### src/rtl/amrc_pkg.sv
package amrc_pkg;

    // Input item layout on s_axis_tdata, from the lowest bit up
    localparam int IN_DATA_W   = 192;
    localparam int OUT_DATA_W  = 40;

    localparam int RIDX_LSB    = 0;
    localparam int RAPP_LSB    = 6;
    localparam int RCLS_LSB    = 21;
    localparam int RMAC_LSB    = 29;
    localparam int RANY_LSB    = 77;
    localparam int CMARK_LSB   = 78;
    localparam int CMAC_LSB    = 110;
    localparam int CFOUND_LSB  = 158;
    localparam int PMARK_LSB   = 159;

    localparam int COUNT_W     = 7;

    // Item kinds carried on s_axis_tuser
    localparam logic MODE_WRITE    = 1'b0;
    localparam logic MODE_CLASSIFY = 1'b1;

    // Result status codes carried on m_axis_tuser
    localparam logic [1:0] STATUS_WRITTEN = 2'd0;
    localparam logic [1:0] STATUS_MATCHED = 2'd1;
    localparam logic [1:0] STATUS_NOMATCH = 2'd2;
    localparam logic [1:0] STATUS_SKIPPED = 2'd3;

    // Result selection from controller to datapath
    localparam logic [1:0] RES_WRITE   = 2'd0;
    localparam logic [1:0] RES_SKIP    = 2'd1;
    localparam logic [1:0] RES_MATCH   = 2'd2;
    localparam logic [1:0] RES_NOMATCH = 2'd3;

    // Application id handling
    localparam logic [31:0] APP_ID_MASK = 32'h0000FFFF;
    localparam logic [15:0] APP_ID_MAX  = 16'd32000;

    typedef struct packed {
        logic        any_mac;
        logic [47:0] mac;
        logic [7:0]  class_code;
        logic [14:0] app_id;
    } rule_t;

    typedef struct packed {
        logic       capture;
        logic       we;
        logic       rd_en;
        logic       res_load;
        logic [1:0] res_sel;
        logic       out_load;
    } cmd_t;

    typedef struct packed {
        logic mode;
        logic skip;
        logic idx_ok;
        logic match;
    } stat_t;

endpackage

### src/rtl/app_mac_rule_classifier.sv
// First-match QoS classifier over a rule table of RULES entries. A rule write
// item (tuser 0) stores one entry and returns status 0; a classify item
// (tuser 1) takes the application id from the low 16 bits of conn_mark and,
// unless the id is 0, above 32000 or no client was found (status 3, mark
// unchanged), scans entries 0 to min(rule_count, RULES)-1 for the first one
// whose id matches and whose MAC equals host_mac or is a wildcard. The class
// field of the mark (CLASS_BITS bits at CLASS_SHIFT) is cleared and set to the
// matched class. Rules sit in a single-port table read once per cycle, one
// entry per read; a scan ends at the first match or after the last searched
// entry, and writes, skipped packets and an empty search read no entry at all.
// The next item is taken only after the result has moved into the output
// register, so the block handles one item at a time.
// Entries must be written before rule_count covers them: the table has no
// reset.
module app_mac_rule_classifier #(
    parameter int RULES       = 64,
    parameter int CLASS_SHIFT = 16,
    parameter int CLASS_BITS  = 8
) (
    input  logic                               clk,
    input  logic                               rst_n,
    input  logic                               s_axis_tvalid,
    output logic                               s_axis_tready,
    // rule_index, rule_app_id, rule_class, rule_mac, rule_any_mac, conn_mark,
    // host_mac, client_found, pkt_mark, one zero pad bit
    input  logic [amrc_pkg::IN_DATA_W-1:0]     s_axis_tdata,
    // mode
    input  logic                               s_axis_tuser,
    output logic                               m_axis_tvalid,
    input  logic                               m_axis_tready,
    // new_mark, class_out
    output logic [amrc_pkg::OUT_DATA_W-1:0]    m_axis_tdata,
    // status
    output logic [1:0]                         m_axis_tuser,
    input  logic                               cfg_valid,
    output logic                               cfg_ready,
    // rule_count
    input  logic [amrc_pkg::COUNT_W-1:0]       cfg_data
);

    localparam int IDX_W = (RULES > 1) ? $clog2(RULES) : 1;

    amrc_pkg::cmd_t   cmd;
    amrc_pkg::stat_t  stat;
    logic [IDX_W-1:0] rd_addr;
    logic [31:0]      new_mark;
    logic [7:0]       class_out;

    amrc_ctrl #(
        .RULES (RULES)
    ) u_ctrl (
        .clk       (clk),
        .rst_n     (rst_n),
        .in_valid  (s_axis_tvalid),
        .in_ready  (s_axis_tready),
        .out_valid (m_axis_tvalid),
        .out_ready (m_axis_tready),
        .cfg_valid (cfg_valid),
        .cfg_ready (cfg_ready),
        .cfg_data  (cfg_data),
        .stat      (stat),
        .cmd       (cmd),
        .rd_addr   (rd_addr)
    );

    amrc_datapath #(
        .RULES       (RULES),
        .CLASS_SHIFT (CLASS_SHIFT),
        .CLASS_BITS  (CLASS_BITS)
    ) u_datapath (
        .clk       (clk),
        .in_data   (s_axis_tdata),
        .in_mode   (s_axis_tuser),
        .cmd       (cmd),
        .rd_addr   (rd_addr),
        .stat      (stat),
        .new_mark  (new_mark),
        .class_out (class_out),
        .status    (m_axis_tuser)
    );

    assign m_axis_tdata = {class_out, new_mark};

endmodule

### src/rtl/amrc_datapath.sv
module amrc_datapath #(
    parameter int RULES       = 64,
    parameter int CLASS_SHIFT = 16,
    parameter int CLASS_BITS  = 8,
    localparam int IDX_W      = (RULES > 1) ? $clog2(RULES) : 1
) (
    input  logic                             clk,
    input  logic [amrc_pkg::IN_DATA_W-1:0]   in_data,
    input  logic                             in_mode,
    input  amrc_pkg::cmd_t                   cmd,
    input  logic [IDX_W-1:0]                 rd_addr,
    output amrc_pkg::stat_t                  stat,
    output logic [31:0]                      new_mark,
    output logic [7:0]                       class_out,
    output logic [1:0]                       status
);

    localparam logic [31:0] CLASS_MASK =
        32'(((64'd1 << CLASS_BITS) - 64'd1) << CLASS_SHIFT);

    // Captured item
    logic                 mode_reg;
    logic [5:0]           idx_reg;
    amrc_pkg::rule_t      wr_rule_reg;
    logic [31:0]          conn_mark_reg;
    logic [47:0]          host_mac_reg;
    logic                 client_found_reg;
    logic [31:0]          pkt_mark_reg;

    // Rule table and its registered read port
    amrc_pkg::rule_t      mem [RULES];
    amrc_pkg::rule_t      rd_data_reg;

    // Pending result and output register
    logic [31:0]          res_mark_reg;
    logic [7:0]           res_class_reg;
    logic [1:0]           res_status_reg;
    logic [31:0]          out_mark_reg;
    logic [7:0]           out_class_reg;
    logic [1:0]           out_status_reg;

    logic [15:0]          app_id;
    logic [31:0]          cleared_mark;
    logic [31:0]          enc_class;

    // Latch the accepted item
    always_ff @(posedge clk)
    begin
        if (cmd.capture)
        begin
            mode_reg               <= in_mode;
            idx_reg                <= in_data[amrc_pkg::RIDX_LSB +: 6];
            wr_rule_reg.app_id     <= in_data[amrc_pkg::RAPP_LSB +: 15];
            wr_rule_reg.class_code <= in_data[amrc_pkg::RCLS_LSB +: 8];
            wr_rule_reg.mac        <= in_data[amrc_pkg::RMAC_LSB +: 48];
            wr_rule_reg.any_mac    <= in_data[amrc_pkg::RANY_LSB];
            conn_mark_reg          <= in_data[amrc_pkg::CMARK_LSB +: 32];
            host_mac_reg           <= in_data[amrc_pkg::CMAC_LSB +: 48];
            client_found_reg       <= in_data[amrc_pkg::CFOUND_LSB];
            pkt_mark_reg           <= in_data[amrc_pkg::PMARK_LSB +: 32];
        end
    end

    // Write one rule, read one rule per cycle
    always_ff @(posedge clk)
    begin
        if (cmd.we)
        begin
            mem[IDX_W'(idx_reg)] <= wr_rule_reg;
        end
        if (cmd.rd_en)
        begin
            rd_data_reg <= mem[rd_addr];
        end
    end

    assign app_id       = 16'(conn_mark_reg & amrc_pkg::APP_ID_MASK);
    assign cleared_mark = pkt_mark_reg & ~CLASS_MASK;
    assign enc_class    = (32'(rd_data_reg.class_code) << CLASS_SHIFT) & CLASS_MASK;

    // Status back to the controller
    always_comb
    begin
        stat.mode   = mode_reg;
        stat.skip   = (app_id == 16'd0) || (app_id > amrc_pkg::APP_ID_MAX) ||
                      !client_found_reg;
        stat.idx_ok = (32'(idx_reg) < RULES);
        stat.match  = ({1'b0, rd_data_reg.app_id} == app_id) &&
                      (rd_data_reg.any_mac || (rd_data_reg.mac == host_mac_reg));
    end

    // Form the result
    always_ff @(posedge clk)
    begin
        if (cmd.res_load)
        begin
            case (cmd.res_sel)
                amrc_pkg::RES_WRITE:
                begin
                    res_mark_reg   <= 32'd0;
                    res_class_reg  <= 8'd0;
                    res_status_reg <= amrc_pkg::STATUS_WRITTEN;
                end
                amrc_pkg::RES_SKIP:
                begin
                    res_mark_reg   <= pkt_mark_reg;
                    res_class_reg  <= 8'd0;
                    res_status_reg <= amrc_pkg::STATUS_SKIPPED;
                end
                amrc_pkg::RES_MATCH:
                begin
                    res_class_reg <= rd_data_reg.class_code;
                    if (rd_data_reg.class_code != 8'd0)
                    begin
                        res_mark_reg   <= cleared_mark | enc_class;
                        res_status_reg <= amrc_pkg::STATUS_MATCHED;
                    end
                    else
                    begin
                        res_mark_reg   <= cleared_mark;
                        res_status_reg <= amrc_pkg::STATUS_NOMATCH;
                    end
                end
                default:
                begin
                    res_mark_reg   <= cleared_mark;
                    res_class_reg  <= 8'd0;
                    res_status_reg <= amrc_pkg::STATUS_NOMATCH;
                end
            endcase
        end
    end

    // Hand the result to the output register
    always_ff @(posedge clk)
    begin
        if (cmd.out_load)
        begin
            out_mark_reg   <= res_mark_reg;
            out_class_reg  <= res_class_reg;
            out_status_reg <= res_status_reg;
        end
    end

    assign new_mark  = out_mark_reg;
    assign class_out = out_class_reg;
    assign status    = out_status_reg;

endmodule

### src/rtl/amrc_ctrl.sv
module amrc_ctrl #(
    parameter int RULES  = 64,
    localparam int IDX_W = (RULES > 1) ? $clog2(RULES) : 1,
    localparam int CNT_W = IDX_W + 1
) (
    input  logic                          clk,
    input  logic                          rst_n,
    input  logic                          in_valid,
    output logic                          in_ready,
    output logic                          out_valid,
    input  logic                          out_ready,
    input  logic                          cfg_valid,
    output logic                          cfg_ready,
    input  logic [amrc_pkg::COUNT_W-1:0]  cfg_data,
    input  amrc_pkg::stat_t               stat,
    output amrc_pkg::cmd_t                cmd,
    output logic [IDX_W-1:0]              rd_addr
);

    localparam logic [1:0] S_IDLE = 2'd0;
    localparam logic [1:0] S_PREP = 2'd1;
    localparam logic [1:0] S_SCAN = 2'd2;
    localparam logic [1:0] S_DONE = 2'd3;

    logic [1:0]                   state_reg, state_next;
    logic [CNT_W-1:0]             issue_cnt_reg, issue_cnt_next;
    logic                         pend_reg, pend_next;
    logic                         out_valid_reg, out_valid_next;
    logic [amrc_pkg::COUNT_W-1:0] rule_count_reg;
    logic [CNT_W-1:0]             limit;
    logic                         hit;

    // Clamp the search length to the table size
    assign limit = (32'(rule_count_reg) > RULES) ? CNT_W'(RULES) : CNT_W'(rule_count_reg);
    assign hit   = pend_reg && stat.match;

    assign in_ready  = (state_reg == S_IDLE);
    assign out_valid = out_valid_reg;
    assign cfg_ready = 1'b1;
    assign rd_addr   = IDX_W'(issue_cnt_reg);

    // Hold the rule count
    always_ff @(posedge clk or negedge rst_n)
    begin
        if (!rst_n)
        begin
            rule_count_reg <= '0;
        end
        else if (cfg_valid)
        begin
            rule_count_reg <= cfg_data;
        end
    end

    // Sequence one item
    always_comb
    begin
        state_next     = state_reg;
        issue_cnt_next = issue_cnt_reg;
        pend_next      = 1'b0;
        out_valid_next = out_valid_reg;
        cmd            = '0;

        if (out_valid_reg && out_ready)
        begin
            out_valid_next = 1'b0;
        end

        case (state_reg)
            S_IDLE:
            begin
                if (in_valid)
                begin
                    cmd.capture = 1'b1;
                    state_next  = S_PREP;
                end
            end
            S_PREP:
            begin
                cmd.res_load   = 1'b1;
                issue_cnt_next = '0;
                state_next     = S_DONE;
                if (stat.mode == amrc_pkg::MODE_WRITE)
                begin
                    cmd.we      = stat.idx_ok;
                    cmd.res_sel = amrc_pkg::RES_WRITE;
                end
                else if (stat.skip)
                begin
                    cmd.res_sel = amrc_pkg::RES_SKIP;
                end
                else if (limit == '0)
                begin
                    cmd.res_sel = amrc_pkg::RES_NOMATCH;
                end
                else
                begin
                    cmd.res_load = 1'b0;
                    state_next   = S_SCAN;
                end
            end
            S_SCAN:
            begin
                if (hit)
                begin
                    cmd.res_load = 1'b1;
                    cmd.res_sel  = amrc_pkg::RES_MATCH;
                    state_next   = S_DONE;
                end
                else if (issue_cnt_reg < limit)
                begin
                    cmd.rd_en      = 1'b1;
                    issue_cnt_next = issue_cnt_reg + CNT_W'(1);
                    pend_next      = 1'b1;
                end
                else
                begin
                    cmd.res_load = 1'b1;
                    cmd.res_sel  = amrc_pkg::RES_NOMATCH;
                    state_next   = S_DONE;
                end
            end
            S_DONE:
            begin
                if (!out_valid_reg || out_ready)
                begin
                    cmd.out_load   = 1'b1;
                    out_valid_next = 1'b1;
                    state_next     = S_IDLE;
                end
            end
            default:
            begin
                state_next = S_IDLE;
            end
        endcase
    end

    // Advance the sequencer
    always_ff @(posedge clk or negedge rst_n)
    begin
        if (!rst_n)
        begin
            state_reg     <= S_IDLE;
            issue_cnt_reg <= '0;
            pend_reg      <= 1'b0;
            out_valid_reg <= 1'b0;
        end
        else
        begin
            state_reg     <= state_next;
            issue_cnt_reg <= issue_cnt_next;
            pend_reg      <= pend_next;
            out_valid_reg <= out_valid_next;
        end
    end

    // Reads stay inside the searched range
    a_rd_in_range: assert property (@(posedge clk) disable iff (!rst_n)
        cmd.rd_en |-> (issue_cnt_reg < limit))
        else $error("rule read beyond the search limit");

    // A hit ends the search at once
    a_hit_ends: assert property (@(posedge clk) disable iff (!rst_n)
        (state_reg == S_SCAN) && hit |=> (state_reg == S_DONE))
        else $error("search continued past a matching rule");

    // Never overwrite a result that has not been taken
    a_no_overwrite: assert property (@(posedge clk) disable iff (!rst_n)
        cmd.out_load |-> (!out_valid_reg || out_ready))
        else $error("output overwritten while still waiting");

    // Table writes come only from a rule write item
    a_we_write_only: assert property (@(posedge clk) disable iff (!rst_n)
        cmd.we |-> (state_reg == S_PREP) && (stat.mode == amrc_pkg::MODE_WRITE))
        else $error("table written outside a rule write");

    // An accepted item is examined in the next cycle
    a_accept_prep: assert property (@(posedge clk) disable iff (!rst_n)
        in_valid && in_ready |=> (state_reg == S_PREP))
        else $error("accepted item not examined");

endmodule
### config.mk
export PLATFORM = sky130hd
export DESIGN_NAME = app_mac_rule_classifier
export DESIGN_NICKNAME = d
export VERILOG_FILES = /design/src/rtl/amrc_pkg.sv /design/src/rtl/app_mac_rule_classifier.sv /design/src/rtl/amrc_datapath.sv /design/src/rtl/amrc_ctrl.sv
export SDC_FILE = /design/constraint.sdc
export NUM_CORES = 2
export LEC_CHECK = 0
export ABC_AREA = 1
export BUFFER_PORTS_ARGS = -buffer_cell sky130_fd_sc_hd__clkbuf_2
export CAP_MARGIN = 20
export CORE_MARGIN = 2
export CORE_UTILIZATION = 36
export CTS_CLUSTER_DIAMETER = 120
export DETAILED_ROUTE_END_ITERATION = 8
export SYNTH_ARGS = -nofsm -noshare
export SYNTH_HDL_FRONTEND = slang
export SYNTH_MEMORY_MAX_BITS = 65536
export SYNTH_SLANG_ARGS = --single-unit
### constraint.sdc
create_clock -name clk -period 11.3 [get_ports clk]
set_input_delay 0.565 -clock clk [delete_from_list [all_inputs] [get_ports clk]]
set_output_delay 0.565 -clock clk [all_outputs]
set_load 0.05 [all_outputs]
# [Yosys cells after proc, flatten, opt, wreduce, memory -nomap -nowiden]
# Memory sizes are Yosys's and may differ from the RTL's. A register that Yosys moved wholly into a read port is not among the register bits.
# Index checks and enable logic that the tools add are counted.
[classes] n_addsub=1 n_lt_le_gt_ge=3 n_eq_ne=12 mux=39 n_bitwise=1 n_reduce_logical=17
[ops] op="$pmux 32 s3" n=1
[ops] op="$eq 48x48->1" n=1
[ops] op="$mux 32" n=1
[ops] op="$or 32x24->32" n=1
[ops] op="$mux 7" n=3
[ops] op="$mux 2" n=10
[ops] op="$mux 1" n=18
[ops] op="$eq 15x16->1" n=1
[ops] op="$gt 16x15->1 const B" n=1
[ops] op="$logic_not 16->1" n=1
[ops] op="$pmux 7 s2" n=1
[ops] op="$pmux 2 s4" n=1
[ops] op="$reduce_bool 8->1" n=1
[ops] op="$add 7x1->7 const B" n=1
[ops] op="$gt 7x7->1 const B" n=1
[ops] op="$logic_not 7->1" n=1
[ops] op="$lt 7x7->1" n=1
[ops] op="$eq 2x2->1 const B" n=3
[ops] op="$mux 3" n=2
[ops] op="$pmux 2 s3" n=1
[ops] op="$pmux 3 s2" n=1
[ops] op="$reduce_and 3->1" n=2
[ops] op="$eq 2x1->1 const B" n=2
[ops] op="$logic_not 2->1" n=2
[ops] op="7 further kinds" n=15
[totals] reg_bits=278 mem_bits_rw=4608 input_bits=205 out_inout_bits=45 word_cells=95 memories=1
[memory_table] memory="u_datapath.mem" depth=64 width=72 rd=1 rd_ports_with_merged_regs=1 write_ports=1 line="amrc_datapath.sv:31" source="amrc_pkg::rule_t mem [RULES];"

# [Depth between registers and ports, before layout]
[logic_depth] word_depth=9 depth_mapped=16 depth_no_buf=16

# [Modules after synthesis]
# A second synthesis with hierarchy kept.
[unflattened] cells_unflattened=15789 hier_area_um2=196850.0
[modules_own_cells] mod="amrc_datapath" instances=1 cells_per_inst=15635 area_each_um2=195576.3
[modules_own_cells] mod="amrc_ctrl" instances=1 cells_per_inst=154 area_each_um2=1273.7

# [Worst setup path after synthesis]
# OpenSTA, ideal clock, no wires.
[synth_path] kind="register to register" from="register u_ctrl.state_reg[1]" to="memory u_datapath.mem[32][0] (netlist name), enable pin" setup_time_ns=0.683 arrival_ns=8.251 required_ns=10.617 setup_slack_ns=2.366 path_stages_with_launch=7 path_buffers=0 period_less_slack_ns=8.934 path_cell_list="dfrtp_1 -> inv_1 -> ha_1 -> inv_1 -> nor2_1 -> nand4_1 -> nor4_1"
[synth_via] elab_chain_cells=4
[synth_lines] element="start, declared" line="amrc_ctrl.sv:25" source="logic [1:0] state_reg, state_next;"
[synth_lines] element="start signal, assigned" line="amrc_ctrl.sv:151" source="state_reg <= state_next;"
[synth_lines] element="$eq 2x1->1" line="amrc_ctrl.sv:69" source="case (state_reg)"
[synth_lines] element="$mux 1" line="amrc_ctrl.sv:69"
[synth_lines] element="$mux 1" line="amrc_datapath.sv:67" source="if (cmd.we)"
[synth_lines] element="$mux 1 (not written as such)" line="amrc_datapath.sv:69" source="mem[IDX_W'(idx_reg)] <= wr_rule_reg;"
[synth_lines] element="end, declared" line="amrc_datapath.sv:31"
# No other way between the ends.

# [Final worst setup path]
[layout_path] from="register u_ctrl.issue_cnt_reg[1]" to="register, netlist name u_datapath.rd_data_reg[4]"
[layout_via] elab_chain_cells=4
[layout_lines] element="start, declared" line="amrc_ctrl.sv:26" source="logic [CNT_W-1:0] issue_cnt_reg, issue_cnt_next;"
[layout_lines] element="start signal, assigned" line="amrc_ctrl.sv:152" source="issue_cnt_reg <= issue_cnt_next;"
[layout_lines] element="$lt 7x7->1" line="amrc_ctrl.sv:110" source="else if (issue_cnt_reg < limit)"
[layout_lines] element="$mux 1" line="amrc_ctrl.sv:110"
[layout_lines] element="$mux 1" line="amrc_ctrl.sv:104" source="if (hit)"
[layout_lines] element="$mux 1" line="amrc_ctrl.sv:69"
# Several ways; a longest one is shown, not always the timed one.
# A chain may end at the register's enable or synchronous reset.

==> metrics.yaml <==
first_iter_violations: 18983
drt.antenna.violating_nets: 0
pin_count: 250
slew_viol_final: 0
seq_area_frac_synth_pct: 77.9
cts.path.max_buffers: 4
coreArea_um2: 529000
syn_inst: 13642
peakVddDrop_v: 0.000181
avgSynthCellArea_um2: 14.0
synth_common_cells: "edfxtp_1 (4940), nor2_1 (2413), o21ai_0 (2307), nand2_1 (686), o22ai_1 (664)"
min-delay-start: "s_axis_tdata[23]"
fp-row-count: 267
totalWireLength_mm: 619
cts_buffers: 522
gr-total-overflow: 0
crit_top_cell: "buf_4"
synthAdderAreaFrac_pct: 0.0720
grt.total_usage_pct: 22.1
worstSetupStartpointType: "register"
cts_sinks: 4958
post-route-period-util_pct: 47.5
yosysWarnings: 0
layout-drive-gt1-share_pct: 9.79
leakagePower_nw: 69.4
tns_ns: 0
finalClockSkew_ns: 0.116
grt_pass1_wl_mm: 859
timing.final.ws_setup_ns: 5.94
yosysMostFrequentCell: "edfxtp_1"
rr_endpoint: "u_datapath.rd_data_reg[4]$_DFFE_PP_"
gp_congestion: 0.794
syn_area_um2: 191000
grt_pass1_vias: 112937
synth.mux.area_fraction_pct: 0.0118
yosysTopAreaCellShare_pct: 77.6
critPathKind: "reg2reg"
synth.distinct_cells: 44
worstMarginPinSlew_ns: 1.21
setup_viol: 0
nets: 14190
synth-seq-cells: 4958
synth_compound_area_share_pct: 11.5
drc_errors: 0
die_w_um: 733
synth_fp_nets: 13858
nFillCells: 47846
cts_setup_buffers: 0
timing.rr.start: "u_ctrl.issue_cnt_reg[1]$_DFFE_PN0P_"
start_util_pct: 36.1
h-tree-depth: 6
synth_largest_area_cell: "edfxtp_1"
avgViaCountPerCell: 5.79
wire_per_inst_um: 29.0
required_ns: 12.24
areaGrowthSynthToFinish_pct: 14.4
firstDrtPassIters: 9
slowest_delay_ns: 0.84
end_kind: "register"
arrival_ns: 6.30
pre_cts_ws_ns: 5.97
max_slew_margin_pct: 19.4
path_clk_slew_ns: 0.06
holdPathStages: 1
vias: 123736
die_h_um: 733
antenna_found_initial: 21
path_cells: "buf_4 > buf_4 > buf_12 > buf_4 > buf_4 > o21ai_0 > o22ai_1 > a21oi_1 > nand3_1 > nand3_1 > nand2_1"
dp_hpwl_mm: 303
crit_fanout: 154
synthFlopType: "edfxtp_1"
fmax_mhz: 186
cts_tree: "done"
reg2reg_slack_ns: 5.94
synth-xor-area-share_pct: 0.225
synth_edf_count: 4940
die_area_um2: 537000
synth_top_family_by_area: "compound AO/OA/AOI/OAI gates"
largest_register_ffs: 4608
slowest_stage: "buf_4"
portBuffers: 231
finalCriticalPeriod_ns: 5.36
clk_latency_ns: 1.10
ys_async_sr_fraction_pct: 0.363
grt_max_degree: 215
synthTopCellsByArea: "edfxtp_1 (78%), o21ai_0 (6.0%), nor2_1 (4.7%)"
cap_violations: 0
timing.final.hold_violations: 0
rr_worst_depth: 11
powerDensity_nw_per_um2: 215
hold_path.class: "in2reg"
hold_end: "u_datapath.wr_rule_reg[17]$_DFFE_PP_"
status: "finished clean"
cts-root-buf: "clkbuf_16"
grt_setup_unrepaired: "false"
yosys.area_share.simple_pct: 7.90
## timing repair
item | 4_1_cts | 5_1_grt
endpoints found under the hold margin | 202 | 0
hold buffers | 197 | 0
gates resized for setup | 0 | 0
## through the flow
step,std cells,power (W),area [µm²],hold slack (ns),util [%]
floorplan,13642,0.0277,191000,0.269,-
global placement,20241,0.0305,200000,0.400,37.9
detailed placement,20246,0.0306,200000,0.405,37.9
CTS,21364,0.0470,219000,0.0317,41.3
global route,21368,0.0486,219000,0.110,41.4
finish,21373,0.0469,219000,0.162,41.4
## worst max-delay path: cells and delay by family (launching register included)
family	cells	cell delay (ns)
AO/OA/AOI/OAI	3	0.68
AND/OR/NAND/NOR	3	0.46
flip-flops	1	0.50
buffers and inverters	5	3.42
## power breakdown
part	total [W]	leakage, nW	internal (W)	switching (W)
combinational	0.00860	16.8	0.00220	0.00640
clock	0.0166	7.93	0.00936	0.00720
sequential	0.0218	44.7	0.0214	0.000334
total	0.0469	69.4	0.0330	0.0139
## area by class of cell
| class | instances | area, µm² | share of cell area, % |
|---|---|---|---|
| clock inverter | 269 | 2300 | 1.05 |
| tap | 6994 | 8750 | 4.00 |
| timing repair buffer | 787 | 6320 | 2.89 |
| clock buffer | 652 | 13900 | 6.35 |
| multi-input combinational | 7609 | 38200 | 17.5 |
| inverter | 96 | 423 | 0.193 |
| antenna | 8 | 20.0 | 0.00915 |
| sequential | 4958 | 149000 | 68.0 |
## worst max path at each step
stage	startpoint	to
3_3_place_gp	u_ctrl.issue_cnt_reg[1]$_DFFE_PN0P_	u_datapath.rd_data_reg[4]$_DFFE_PP_
2_1_floorplan	u_ctrl.state_reg[1]$_DFFE_PN0P_	u_datapath.mem[32][0]$_DFFE_PP_
4_1_cts	u_ctrl.issue_cnt_reg[1]$_DFFE_PN0P_	u_datapath.rd_data_reg[4]$_DFFE_PP_
3_5_place_dp	u_ctrl.issue_cnt_reg[1]$_DFFE_PN0P_	u_datapath.rd_data_reg[4]$_DFFE_PP_
6_report	u_ctrl.issue_cnt_reg[1]$_DFFE_PN0P_	u_datapath.rd_data_reg[4]$_DFFE_PP_
5_1_grt	u_ctrl.issue_cnt_reg[1]$_DFFE_PN0P_	u_datapath.rd_data_reg[24]$_DFFE_PP_
## cells by family (layout without fill, tap and decap cells)
group | after synthesis | after routing
other cells | 1 | 9
buf+inv | 1075 | 1804
xor+xnor | 49 | 49
flops | 4958 | 4958
mux | 2 | 2
fa+ha+maj | 11 | 11
simple gates | 3762 | 3762
compound gates | 3784 | 3784
## placed cells by master (no fill, tap or decap), types with 9 or more instances in the layout
cell type      instances
nor4_2                10
clkbuf_2             231
clkinv_2              74
dlygate4sd3_1        197
buf_12                38
dfrtp_1               14
o21ai_1               17
o211ai_1              91
clkinv_1             114
nor2_4                59
a31oi_1               24
clkbuf_1             114
a21oi_1              166
o21ai_0             2307
nand4_1               43
nand2_1              686
clkinv_8              21
nor2_1              2355
o221ai_1             476
xnor2_1               41
clkbuf_16            538
o22ai_1              664
nor2_2                 9
inv_6                 21
inv_8                 12
ha_1                  11
bufinv_16             27
inv_1                 84
nand3_1              585
edfxtp_1            4940
a21oi_2               12
buf_4                320
## layer usage
metal  vias up  wire length, µm  GRT usage [%]
met1     62853           247000           30.7
met5         -               19              0
met4         4            25900           8.52
met3      1225            62100           3.51
met2      7225           284000           35.0
li1      52429                -              -
No activity file was read; power rests on OpenSTA's default activity.
